<file path="src/hdl/mcspg_pkg.sv">
`timescale 1ns / 1ps
// ----------------------------------------------------------------------------
// mcspg_pkg
// Shared types and defaults for the multi-channel servo pulse generator.
// ----------------------------------------------------------------------------
package mcspg_pkg;

  localparam int CHANNELS_DEF   = 24;
  localparam int WIDTH_BITS_DEF = 12;

  localparam int OP_BITS     = 2;
  localparam int CHAN_BITS   = 5;
  localparam int COUNT_BITS  = 16;
  localparam int GAP_BITS    = 16;

  localparam logic [GAP_BITS-1:0] GAP_TICKS_RESET = 16'd10000;

  typedef enum logic [OP_BITS-1:0] {
    OP_WRITE = 2'd0,
    OP_START = 2'd1,
    OP_TICK  = 2'd2
  } op_t;

endpackage

</file>
<file path="src/hdl/multi_channel_servo_pulse_generator.sv">
`timescale 1ns / 1ps
// ----------------------------------------------------------------------------
// multi_channel_servo_pulse_generator
// Servo frame generator: stores per-channel pulse widths, runs a number of
// frames of pulse phase plus low gap, one result item per input item.
// ----------------------------------------------------------------------------
// Channel | Direction | Handshake          | Payload
// in_     | input     | in_valid/in_stall  | operation, channel, width, frame_count
// out_    | output    | out_valid/out_stall| pins, running, frame_end, rejected
// cfg_    | input     | cfg_valid/cfg_ready| gap_ticks
//
// One item per cycle while the result is not stalled; each item passes the input register, then the result register.
// All per-item work is the channel comparators and the gap/tick counters.
// Synchronous active-low reset clears widths, counters and valids; gap_ticks
// returns to 10000. A stalled result holds; one more item is still taken into
// the input register behind it.
// ----------------------------------------------------------------------------
module multi_channel_servo_pulse_generator
  import mcspg_pkg::*;
#(
  parameter int CHANNELS   = CHANNELS_DEF,
  parameter int WIDTH_BITS = WIDTH_BITS_DEF
) (
  input  logic                  clk,
  input  logic                  rst_n,

  input  logic                  in_valid,
  output logic                  in_stall,
  input  logic [OP_BITS-1:0]    in_operation,
  input  logic [CHAN_BITS-1:0]  in_channel,
  input  logic [WIDTH_BITS-1:0] in_width,
  input  logic [COUNT_BITS-1:0] in_frame_count,

  output logic                  out_valid,
  input  logic                  out_stall,
  output logic [CHANNELS-1:0]   out_pins,
  output logic                  out_running,
  output logic                  out_frame_end,
  output logic                  out_rejected,

  input  logic                  cfg_valid,
  output logic                  cfg_ready,
  input  logic [GAP_BITS-1:0]   cfg_gap_ticks
);

  // input register
  logic                  s1_valid_r;
  logic [OP_BITS-1:0]    s1_op_r;
  logic [CHAN_BITS-1:0]  s1_chan_r;
  logic [WIDTH_BITS-1:0] s1_width_r;
  logic [COUNT_BITS-1:0] s1_count_r;

  // state
  logic [GAP_BITS-1:0]   gap_ticks_r;
  logic [WIDTH_BITS-1:0] pulse_tick_r, pulse_tick_nxt;
  logic [GAP_BITS-1:0]   gap_tick_r, gap_tick_nxt;
  logic [COUNT_BITS-1:0] frames_left_r, frames_left_nxt;
  logic                  in_gap_r, in_gap_nxt;

  // result register
  logic                  out_valid_r;
  logic [CHANNELS-1:0]   pins_r, pins_nxt;
  logic                  running_r;
  logic                  frame_end_r, frame_end_nxt;
  logic                  rejected_r, rejected_nxt;

  logic                  adv, fire, in_acc;
  logic                  wr_en;
  logic                  chan_ok;
  logic                  gap_now;
  logic [GAP_BITS-1:0]   gap_base;
  logic [GAP_BITS:0]     gap_done;
  logic [CHANNELS-1:0]   level;

  assign adv      = !out_valid_r || !out_stall;
  assign fire     = s1_valid_r && adv;
  assign in_stall = s1_valid_r && !adv;
  assign in_acc   = in_valid && !in_stall;
  assign cfg_ready = 1'b1;
  assign chan_ok  = (int'(s1_chan_r) < CHANNELS);

  mcspg_width_bank #(
    .CHANNELS   (CHANNELS),
    .WIDTH_BITS (WIDTH_BITS)
  ) u_bank (
    .clk        (clk),
    .rst_n      (rst_n),
    .wr_en      (wr_en && fire),
    .wr_chan    (s1_chan_r),
    .wr_width   (s1_width_r),
    .pulse_tick (pulse_tick_r),
    .level      (level)
  );

  always_comb begin
    pulse_tick_nxt  = pulse_tick_r;
    gap_tick_nxt    = gap_tick_r;
    frames_left_nxt = frames_left_r;
    in_gap_nxt      = in_gap_r;
    pins_nxt        = '0;
    frame_end_nxt   = 1'b0;
    rejected_nxt    = 1'b0;
    wr_en           = 1'b0;
    gap_now         = in_gap_r;
    gap_base        = gap_tick_r;
    gap_done        = '0;
    case (op_t'(s1_op_r))
      OP_WRITE: begin
        if (frames_left_r != '0) begin
          rejected_nxt = 1'b1;
        end else if (chan_ok) begin
          wr_en = 1'b1;
        end
      end
      OP_START: begin
        frames_left_nxt = s1_count_r;
        pulse_tick_nxt  = '0;
        gap_tick_nxt    = '0;
        in_gap_nxt      = 1'b0;
      end
      OP_TICK: begin
        if (frames_left_r != '0) begin
          if (!in_gap_r) begin
            pins_nxt = level;
            if (|level) begin
              pulse_tick_nxt = pulse_tick_r + 1'b1;
            end else begin
              gap_now  = 1'b1;
              gap_base = '0;
            end
          end
          if (gap_now) begin
            gap_done = {1'b0, gap_base} + 1'b1;
            if (gap_done >= {1'b0, gap_ticks_r}) begin
              frame_end_nxt   = 1'b1;
              frames_left_nxt = frames_left_r - 1'b1;
              pulse_tick_nxt  = '0;
              gap_tick_nxt    = '0;
              in_gap_nxt      = 1'b0;
            end else begin
              gap_tick_nxt = gap_done[GAP_BITS-1:0];
              in_gap_nxt   = 1'b1;
            end
          end
        end
      end
      default: begin
      end
    endcase
  end

  always_ff @(posedge clk) begin
    if (!rst_n) begin
      s1_valid_r    <= 1'b0;
      out_valid_r   <= 1'b0;
      gap_ticks_r   <= GAP_TICKS_RESET;
      pulse_tick_r  <= '0;
      gap_tick_r    <= '0;
      frames_left_r <= '0;
      in_gap_r      <= 1'b0;
    end else begin
      if (cfg_valid && cfg_ready) begin
        gap_ticks_r <= cfg_gap_ticks;
      end
      if (in_acc) begin
        s1_valid_r <= 1'b1;
      end else if (fire) begin
        s1_valid_r <= 1'b0;
      end
      if (fire) begin
        out_valid_r <= 1'b1;
      end else if (!out_stall) begin
        out_valid_r <= 1'b0;
      end
      if (fire) begin
        pulse_tick_r  <= pulse_tick_nxt;
        gap_tick_r    <= gap_tick_nxt;
        frames_left_r <= frames_left_nxt;
        in_gap_r      <= in_gap_nxt;
      end
    end
  end

  always_ff @(posedge clk) begin
    if (in_acc) begin
      s1_op_r    <= in_operation;
      s1_chan_r  <= in_channel;
      s1_width_r <= in_width;
      s1_count_r <= in_frame_count;
    end
    if (fire) begin
      pins_r      <= pins_nxt;
      running_r   <= (frames_left_nxt != '0);
      frame_end_r <= frame_end_nxt;
      rejected_r  <= rejected_nxt;
    end
  end

  assign out_valid     = out_valid_r;
  assign out_pins      = pins_r;
  assign out_running   = running_r;
  assign out_frame_end = frame_end_r;
  assign out_rejected  = rejected_r;

endmodule

</file>
<file path="src/hdl/mcspg_width_bank.sv">
`timescale 1ns / 1ps
// ----------------------------------------------------------------------------
// mcspg_width_bank
// Per-channel pulse width registers with one comparator per channel giving
// the pin levels for the current pulse tick.
// ----------------------------------------------------------------------------
module mcspg_width_bank
  import mcspg_pkg::*;
#(
  parameter int CHANNELS   = CHANNELS_DEF,
  parameter int WIDTH_BITS = WIDTH_BITS_DEF
) (
  input  logic                  clk,
  input  logic                  rst_n,
  input  logic                  wr_en,
  input  logic [CHAN_BITS-1:0]  wr_chan,
  input  logic [WIDTH_BITS-1:0] wr_width,
  input  logic [WIDTH_BITS-1:0] pulse_tick,
  output logic [CHANNELS-1:0]   level
);

  logic [WIDTH_BITS-1:0] width_r [CHANNELS];

  always_ff @(posedge clk) begin
    for (int i = 0; i < CHANNELS; i++) begin
      if (!rst_n) begin
        width_r[i] <= '0;
      end else if (wr_en && (int'(wr_chan) == i)) begin
        width_r[i] <= wr_width;
      end
    end
  end

  always_comb begin
    for (int i = 0; i < CHANNELS; i++) begin
      level[i] = (width_r[i] > pulse_tick);
    end
  end

endmodule

</file>
<file path="config.mk">
export PLATFORM = sky130hd
export DESIGN_NAME = multi_channel_servo_pulse_generator
export DESIGN_NICKNAME = d
export VERILOG_FILES = /design/src/hdl/mcspg_pkg.sv /design/src/hdl/multi_channel_servo_pulse_generator.sv /design/src/hdl/mcspg_width_bank.sv
export SDC_FILE = /design/constraint.sdc
export NUM_CORES = 1
export LEC_CHECK = 0
export ABC_CLOCK_PERIOD_IN_PS = 8500
export CAP_MARGIN = 20
export CORE_ASPECT_RATIO = 1.25
export CORE_MARGIN = 2
export CORE_UTILIZATION = 60
export CTS_CLUSTER_DIAMETER = 150
export DETAILED_ROUTE_END_ITERATION = 6
export DONT_BUFFER_PORTS = 1
export PLACE_DENSITY = 0.76
export SLEW_MARGIN = 20
export SYNTH_ARGS = -nofsm -noshare
export SYNTH_HDL_FRONTEND = slang
export SYNTH_SLANG_ARGS = --single-unit
</file>
<file path="constraint.sdc">
create_clock -name clk -period 8.5 [get_ports clk]
set_input_delay 0.425 -clock clk [delete_from_list [all_inputs] [get_ports clk]]
set_output_delay 0.425 -clock clk [all_outputs]
set_load 0.02 [all_outputs]
</file>
==> impl_metrics.csv, run 1 <==
group,metric,value,unit
outcome,status,"complete, no violations",
worst_hold_path,hold_path.startpoint,"rst_n",
critical_path,r2r_end,"out_running$_DFFE_PP_",
job,drv_cap,0,
critical_path,cp_top_family,"simple AND/OR/NAND/NOR gates",
sta,slew_viol_final,0,
die,rows,81,
yosys,synth.area.top_cells,"edfxtp_1, ha_1, and2_1, dfxtp_1, a21oi_1",
cts,cts_tree,"done",
global_route,met3_usage,0.05026,
worst_hold_path,hold-path-endpoint,"gap_tick_r[2]$_SDFFE_PN0P_",
global_route,top_usage_layer,"met2",
critical_path,arrival,8.21,ns
yosys,syn-cell-area,0.02346,mm2
final_layout,layout_common_cells,"edfxtp_1, and2_1, ha_1, a21oi_1, nand2_1",
global_route,grt.total_usage,0.2979,
cts,path_clk_slew,0.06,ns
final_layout,fillers,2762,
yosys,synth-seq-cells,413,
die,die_area,0.04071,mm2
sta,fin_tns_setup,0,ns
final_layout,drive_above_1_share,0.06787,
die,fp.dieW,180.9,um
critical_path,max_stage_delay,0.78,ns
sta,setup_viol,0,
critical_path,crit_start,"pulse_tick_r[5]$_SDFFE_PN0P_",
final_layout,nets,2499,
critical_path,startpoint_type,"flop",
sta,hold_viol_final,0,
drt,ant_nets,0,
global_route,met1_usage,0.3463,
critical_path,critical_path_class,"flop to flop",
critical_path,cp_slowest_cell,"inv_1",
critical_path,end_kind,"flop",
place,place_ws,0.6750,ns
sta,fmax,126.2,MHz
yosys,synthCells,2071,
critical_path,r2r_cells,30,
die,pin_count,86,
yosys,ys_seq_area_frac,0.5018,
final_layout,utilization,0.6752,
yosys,synth-edff-count,350,
cts,htree_levels,2,
critical_path,r2r_slack,0.57,ns
global_route,use_met2,0.5360,
drt,drc,0,
yosys,syn_nets,2438,
worst_hold_path,worstHoldPathCells,1,
yosys,ys.warnings.count,0,
yosys,synth_top_cell_by_area,"edfxtp_1",
sta,relSlewSlack,0.2831,
cts,clockRootBuffer,"clkbuf_16",
global_route,grt_pass1_wl,93020,um
pwr,power.leakage,10.28,nW
place,dp_hpwl,38680,um
drt,vias,16860,
yosys,synth_top_cell_area_share,0.4480,
global_route,grt_antenna_before_repair,1,
sta,grt_setup_unrepaired,"no",
drt,avgViaCountPerCell,6.328,
pwr,ir_drop,212.7,uV
cts,cts.sinks,413,
critical_path,worstPathRequired,8.78,ns
yosys,syn_avg_cell_area,11.33,um2
sta,tightest_slew,1.074,ns
cts,cts_setup_buffers,0,
final_layout,synthToLayoutAreaGrowth,11.72,%
sta,skew,0.02211,ns
yosys,async_flop_share,0,
die,start_util,0.6044,
cts,numCtsBuffers,43,
drt,dr.pass1.iters,5,
die,die_y,225.1,um
final_layout,antennaDiodeCount,0,
drt,wirelength,60930,um
final_layout,final_common_cell,"edfxtp_1",
die,core_area,0.03882,mm2
drt,drtIter0Drc,1377,
cts,clk_latency,0.56,ns
pwr,power_density,179.5,mW/mm2
sta,setup_ws,0.5734,ns
global_route,grt_pass1_vias,17020,
global_route,grt_max_degree,53,
critical_path,crit_fanout,20,
critical_path,path_buf_inv,1,
worst_hold_path,hold_path_class,"primary input to flop",
critical_path,r2r-start,"pulse_tick_r[5]$_SDFFE_PN0P_",
yosys,synth_flop_cell,"edfxtp_1",
final_layout,finalInstanceArea,0.02621,mm2
drt,wl_per_cell,22.87,um
cts,clock_path_buffers,3,
place,io_buffer_count,0,
yosys,synth.distinct_cells,74,
place,place_area,0.02417,mm2
global_route,grt_overflow,0,
place,gp_congestion,0.8958,
sta,period_needed,7.927,ns
sta,final.period_utilization,0.9325,
## stage by stage
step                      cells  hold slack [ns]  power, W
after floorplan            2071           0.4388  0.002587
after global placement     2536           0.4504  0.002691
after detailed placement   2536           0.4819  0.002710
after CTS                  2659        0.0007949  0.004713
after global routing       2664          0.01937  0.004843
final                      2664          0.02295  0.004703
## layout make-up
cell class,instances,area (um2),share of cell area
flip-flops and latches,413,11770,0.4492
multi-input cells,1509,11110,0.4241
clock buffers,63,1296,0.04946
repair buffers,101,955.9,0.03647
well taps,498,623.1,0.02378
inverters,64,240.2,0.009166
clock inverters,16,206.4,0.007877
## per-layer routing
layer | up-vias | part of all wire
met3 | 172 | 0.066
met2 | 688 | 0.51
met1 | 8193 | 0.38
met5 | - | 0.00018
met4 | 2 | 0.044
li1 | 7802 | -
## cells in the mapped netlist, drive strengths merged, types with 11 or more instances
master and number:
nor3 28, nand4 81, nor2b 63, a31oi 19, nand3 36, nand2b 18
o211ai 36, nand2 105, dfxtp 63, inv 63, and2 316, nor2 77
edfxtp 350, o21ai 71, a22oi 21, o21a 12, and3 11, ha 311
mux2i 12, a21o 22, clkbuf 77, a21oi 146, or3 11
## state kept, by name, indices dropped and copies added, names as in the netlist, 12 cells and up
| name | count |
|---|---|
| frames_left_r | 16 |
| gap_tick_r | 16 |
| gap_ticks_r | 16 |
| out_pins | 24 |
| pulse_tick_r | 12 |
| s1_count_r | 16 |
| s1_width_r | 12 |
| u_bank.width_r | 288 |
## repair_timing
item / 4_1_cts / 5_1_grt
hold buffers: 44 / 2
resized for setup: 0 / 0
hold endpoints to repair: 75 / 1
## worst reg2reg max path, delay by kind of cell, from the launching register on
kind | cells | cell delay [ns]
and+or+nand+nor | 16 | 3.26
DFF | 1 | 0.33
xor gates and xnor gates | 1 | 0.14
AOI/OAI and AO/OA | 9 | 2.21
adders and majority gates | 3 | 0.95
buffers and inverters | 1 | 0.78
## worst max path at each step
| stage | endpoint | slack, ns | cells past startpoint |
|---|---|---|---|
| finish | out_running$_DFFE_PP_ | 0.57 | 30 |
| global route | out_running$_DFFE_PP_ | 0.06 | 30 |
| CTS | out_running$_DFFE_PP_ | 0.67 | 30 |
| detailed placement | out_running$_DFFE_PP_ | 0.67 | 30 |
| global placement | out_running$_DFFE_PP_ | 0.89 | 29 |
| floorplan | out_running$_DFFE_PP_ | 2.10 | 31 |
## kinds of logic after synthesis
family,share of synthesized area
mux,0.005600
buf+inv,0.02507
flops,0.5018
fa+ha+maj,0.1659
simple gates,0.1886
xor+xnor,0.005227
compound gates,0.1077
other cells,0.0001599
## power by group
part / leakage (nW) / internal, W / switching [W]
registers: 4.08 / 0.00227 / 0.0000459
logic: 5.47 / 0.000147 / 0.000242
clock network: 0.733 / 0.00121 / 0.000791
total: 10.3 / 0.00362 / 0.00108
Power figures use the tool's default switching activity.
==> inputs of run 2 (changes only) <==
--- a/config.mk
+++ b/config.mk
@@ -10,6 +10,7 @@
 export CORE_ASPECT_RATIO = 1.25
 export CORE_MARGIN = 2
 export CORE_UTILIZATION = 60
+export CTS_BUF_LIST = sky130_fd_sc_hd__clkbuf_4 sky130_fd_sc_hd__clkbuf_8 sky130_fd_sc_hd__clkbuf_16
 export CTS_CLUSTER_DIAMETER = 150
 export DETAILED_ROUTE_END_ITERATION = 6
 export DONT_BUFFER_PORTS = 1
==> impl_metrics.csv, run 2 (synthesis gave the netlist of run 1 again) <==
group,metric,value,unit
outcome,status,"complete, no violations",
final_layout,register_area,0.01177,mm2
cts,clk_latency,0.56,ns
sta,relSlewSlack,0.2635,
final_layout,largest_reg_flops,288,
die,fp.dieW,180.9,um
sta,fin_tns_setup,0,ns
die,die_area,0.04071,mm2
sta,grt_setup_unrepaired,"no",
cts,cts_setup_buffers,0,
global_route,grt_antenna_before_repair,1,
final_layout,synthToLayoutAreaGrowth,11.88,%
place,place_inst,2536,
sta,period_needed,7.923,ns
cts,numCtsBuffers,43,
pwr,ir_drop,213.3,uV
drt,drtIter0Drc,1415,
global_route,grt_pass1_vias,17050,
final_layout,final_common_cell,"edfxtp_1",
critical_path,worstPathRequired,8.78,ns
drt,wl_per_cell,22.87,um
final_layout,drive_above_1_share,0.07248,
sta,slew_viol_final,0,
place,dp_hpwl,38680,um
cts,postCtsHoldBufs,44,
critical_path,r2r_cells,30,
critical_path,end_kind,"flop",
worst_hold_path,worstHoldPathCells,1,
drt,wirelength,60920,um
final_layout,antennaDiodeCount,0,
cts,cts_tree,"done",
pwr,power.leakage,10.32,nW
sta,setup_viol,0,
place,place_ws,0.6750,ns
job,drv_cap,0,
worst_hold_path,hold_path_class,"primary input to flop",
critical_path,cp_slowest_cell,"inv_1",
critical_path,startpoint_type,"flop",
sta,tightest_slew,1.104,ns
die,die_y,225.1,um
drt,avgViaCountPerCell,6.317,
final_layout,nets,2499,
pwr,power_density,180.4,mW/mm2
critical_path,arrival,8.21,ns
global_route,grt_pass1_wl,93070,um
drt,vias,16830,
die,pin_count,86,
final_layout,layout_common_cells,"edfxtp_1, and2_1, ha_1, a21oi_1, nand2_1",
final_layout,fillers,2763,
final_layout,utilization,0.6761,
sta,skew,0.02490,ns
final_layout,multi_input_area,0.01111,mm2
cts,htree_levels,2,
sta,setup_ws,0.5774,ns
cts,cts.sinks,413,
cts,clock_path_buffers,3,
final_layout,top_register,"u_bank.width_r",
sta,fmax,126.2,MHz
place,gp_congestion,0.8958,
sta,final.period_utilization,0.9321,
die,rows,81,
die,core_area,0.03882,mm2
cts,path_clk_slew,0.06,ns
drt,dr.pass1.iters,5,
drt,drc,0,
global_route,grt_max_degree,53,
place,io_buffer_count,0,
global_route,grt.total_usage,0.2980,
sta,hold_viol_final,0,
sta,timing.hold.ws,0.02203,ns
critical_path,critical_path_class,"flop to flop",
critical_path,max_stage_delay,0.80,ns
drt,ant_nets,0,
final_layout,stdcell_count,2664,
cts,clockRootBuffer,"clkbuf_16",
global_route,grt_overflow,0,
die,start_util,0.6044,
cts,cts-resized-gates,0,
critical_path,crit_fanout,20,
==> run 2: cell types whose count changed in the layout (fill, tap and decap cells not counted) <==
cell and delta:
clkbuf_1 -10, clkbuf_4 +10
==> run 2: per-layer routing <==
layer	track usage	wire length, um	vias up
li1	-	-	7789
met1	0.3468	22880	8174
met2	0.5356	31010	686
met3	0.04994	4272	177
met4	0.1392	2739	2
met5	0	11	-
==> run 2: path summary, 6_finish.rpt <==
| path | end | from | slack [ns] |
|---|---|---|---|
| worst min-delay path | gap_tick_r[2]$_SDFFE_PN0P_ | rst_n | 0.02 |
| worst max-delay path | out_running$_DFFE_PP_ | pulse_tick_r[5]$_SDFFE_PN0P_ | 0.58 |
| worst max register to register | out_running$_DFFE_PP_ | pulse_tick_r[5]$_SDFFE_PN0P_ | 0.58 |
| worst min register to register | pulse_tick_r[11]$_SDFFE_PN0P_ | pulse_tick_r[11]$_SDFFE_PN0P_ | 0.49 |
==> run 2: cell type report <==
class / instances / area share
inverters: 64 / 0.009153
repair buffers: 101 / 0.03642
flip-flops and latches: 413 / 0.4485
clock buffers: 63 / 0.05082
well taps: 498 / 0.02374
multi-input cells: 1509 / 0.4235
clock inverters: 16 / 0.007866
==> run 2: where the power goes <==
part	switching (W)	internal (W)
Clock	0.000792	0.00124
Sequential	0.0000460	0.00227
Combinational	0.000242	0.000147
==> run 2: worst max-delay path: cells and delay by family (launching register included) <==
| family | cells | cell delay, ns |
|---|---|---|
| AOI/OAI and AO/OA | 9 | 2.19 |
| xor gates and xnor gates | 1 | 0.14 |
| adders and majority gates | 3 | 0.93 |
| buffers and inverters | 1 | 0.80 |
| DFF | 1 | 0.33 |
| and+or+nand+nor | 16 | 3.24 |
==> run 2: through the flow <==
stage	cell area (um2)	power (W)
after detailed placement	24170	0.002710
final	26250	0.004735
after global placement	24170	0.002691
after CTS	26170	0.004745
after floorplan	23460	0.002587
after global routing	26250	0.004876
==> inputs of run 3 (changes only) <==
--- a/config.mk
+++ b/config.mk
@@ -8,13 +8,13 @@
 export ABC_CLOCK_PERIOD_IN_PS = 8500
 export CAP_MARGIN = 20
 export CORE_ASPECT_RATIO = 1.25
-export CORE_MARGIN = 2
 export CORE_UTILIZATION = 60
 export CTS_BUF_LIST = sky130_fd_sc_hd__clkbuf_4 sky130_fd_sc_hd__clkbuf_8 sky130_fd_sc_hd__clkbuf_16
 export CTS_CLUSTER_DIAMETER = 150
 export DETAILED_ROUTE_END_ITERATION = 6
 export DONT_BUFFER_PORTS = 1
 export PLACE_DENSITY = 0.76
+export REMOVE_ABC_BUFFERS = 1
 export SLEW_MARGIN = 20
 export SYNTH_ARGS = -nofsm -noshare
 export SYNTH_HDL_FRONTEND = slang
==> impl_metrics.csv, run 3 (synthesis gave the netlist of run 1 again) <==
group,metric,value,unit
final_layout,fillers,2721,
sta,setup_viol,0,
cts,htree_levels,2,
cts,numCtsBuffers,43,
die,die_area,0.03990,mm2
critical_path,r2r_cells,29,
critical_path,critical_path_class,"flop to flop",
sta,fin_tns_setup,0,ns
critical_path,startpoint_type,"flop",
cts,path_clk_slew,0.07,ns
final_layout,final_common_cell,"edfxtp_1",
sta,setup_ws,0.7614,ns
sta,hold_viol_final,0,
critical_path,end_kind,"flop",
pwr,power.leakage,10.21,nW
critical_path,crit_end,"out_running$_DFFE_PP_",
drt,wl_per_cell,22.24,um
critical_path,arrival,8.04,ns
final_layout,finalInstanceArea,0.02604,mm2
global_route,grt_antenna_before_repair,0,
critical_path,cp_top_family,"simple AND/OR/NAND/NOR gates",
critical_path,r2r_slack,0.76,ns
critical_path,crit_start,"pulse_tick_r[5]$_SDFFE_PN0P_",
sta,slew_viol_final,0,
cts,cts_setup_buffers,0,
outcome,status,"complete, no violations",
pwr,power_density,177.1,mW/mm2
sta,skew,0.02429,ns
final_layout,register_area,0.01177,mm2
cts,postCtsHoldBufs,39,
sta,period_needed,7.739,ns
die,die_y,223.1,um
drt,dr.pass1.iters,6,
pwr,ir_drop,181.4,uV
final_layout,nets,2491,
die,pin_count,86,
critical_path,cp_slowest_cell,"inv_1",
critical_path,path_buf_inv,2,
drt,ant_nets,0,
drt,avgViaCountPerCell,6.325,
cts,clock_path_buffers,3,
drt,vias,16760,
final_layout,layout_common_cells,"edfxtp_1, and2_1, ha_1, a21oi_1, nand2_1",
place,place_area,0.02415,mm2
cts,cts.sinks,413,
drt,drtIter0Drc,1177,
die,start_util,0.6119,
sta,timing.hold.ws,0.006115,ns
critical_path,max_stage_delay,0.62,ns
final_layout,synthToLayoutAreaGrowth,10.99,%
place,dp_hpwl,38510,um
global_route,grt_pass1_wl,91390,um
final_layout,multi_input_area,0.01112,mm2
job,drv_cap,0,
cts,clockRootBuffer,"clkbuf_16",
critical_path,timing.critical_path.mode_cell,"nand4_1",
cts,cts_tree,"done",
critical_path,r2r_end,"out_running$_DFFE_PP_",
global_route,grt.total_usage,0.3029,
final_layout,top_register,"u_bank.width_r",
drt,drc,0,
final_layout,antennaDiodeCount,0,
place,place_ws,0.8069,ns
critical_path,r2r-start,"pulse_tick_r[5]$_SDFFE_PN0P_",
die,rows,80,
die,fp.dieW,178.9,um
sta,final.period_utilization,0.9104,
critical_path,crit_fanout,15,
cts,clk_latency,0.56,ns
critical_path,worstPathRequired,8.80,ns
sta,tightest_slew,1.163,ns
final_layout,largest_reg_flops,288,
sta,relSlewSlack,0.2249,
cts,cts-resized-gates,0,
place,gp_congestion,0.9285,
global_route,grt_pass1_vias,17270,
drt,wirelength,58930,um
global_route,grt_max_degree,79,
sta,fmax,129.2,MHz
critical_path,crit_cells,29,
final_layout,drive_above_1_share,0.07044,
worst_hold_path,hold_path_class,"primary input to flop",
global_route,grt_overflow,0,
sta,grt_setup_unrepaired,"no",
place,io_buffer_count,0,
die,core_area,0.03834,mm2
-- run 3: worst min path at each step --
stage	from	endpoint	slack, ns	cells past startpoint
5_1_grt	cfg_valid	gap_ticks_r[13]$_SDFFE_PN1P_	0.005	2
3_5_place_dp	pulse_tick_r[11]$_SDFFE_PN0P_	pulse_tick_r[11]$_SDFFE_PN0P_	0.48	1
6_report	rst_n	frames_left_r[9]$_SDFFE_PN0P_	0.006	1
2_1_floorplan	pulse_tick_r[11]$_SDFFE_PN0P_	pulse_tick_r[11]$_SDFFE_PN0P_	0.44	1
4_1_cts	cfg_gap_ticks[10]	gap_ticks_r[10]$_SDFFE_PN1P_	0.0004	2
3_3_place_gp	pulse_tick_r[11]$_SDFFE_PN0P_	pulse_tick_r[11]$_SDFFE_PN0P_	0.45	1
-- run 3: layout make-up --
cell class,count,share of cell area
clock buffers,56,0.04666
clock inverters,23,0.008794
inverters,64,0.009227
multi-input cells,1509,0.4270
flip-flops and latches,413,0.4521
well taps,492,0.02364
repair buffers,93,0.03258
-- run 3: metrics by stage --
step / total power, W / std cells / util
2_1_floorplan: 0.002574 / 1986 / -
6_report: 0.004612 / 2650 / 0.6791
4_1_cts: 0.004619 / 2648 / 0.6779
3_3_place_gp: 0.002685 / 2530 / 0.6301
3_5_place_dp: 0.002704 / 2530 / 0.6301
5_1_grt: 0.004744 / 2650 / 0.6791
-- run 3: layer usage --
layer	share of wire	wire (um)	global-route usage
met5	0	0	0
met4	0.052	3047	0.1594
met3	0.061	3590	0.04175
met2	0.51	30170	0.5388
met1	0.38	22130	0.3486
-- run 3: where the power goes --
part           total, W  switching, W  internal (W)
Clock           0.00192      0.000788       0.00114
Combinational  0.000369      0.000226      0.000143
Sequential      0.00232     0.0000515       0.00227
Total           0.00461       0.00107       0.00355
-- run 3: worst register-to-register path, delay by kind of cell (launching register included) --
| family | cells | cell delay, ns |
|---|---|---|
| and+or+nand+nor | 15 | 2.92 |
| AOI/OAI and AO/OA | 8 | 2.26 |
| buffers and inverters | 2 | 0.99 |
| adders and majority gates | 3 | 0.83 |
| DFF | 1 | 0.33 |
| xor gates and xnor gates | 1 | 0.15 |
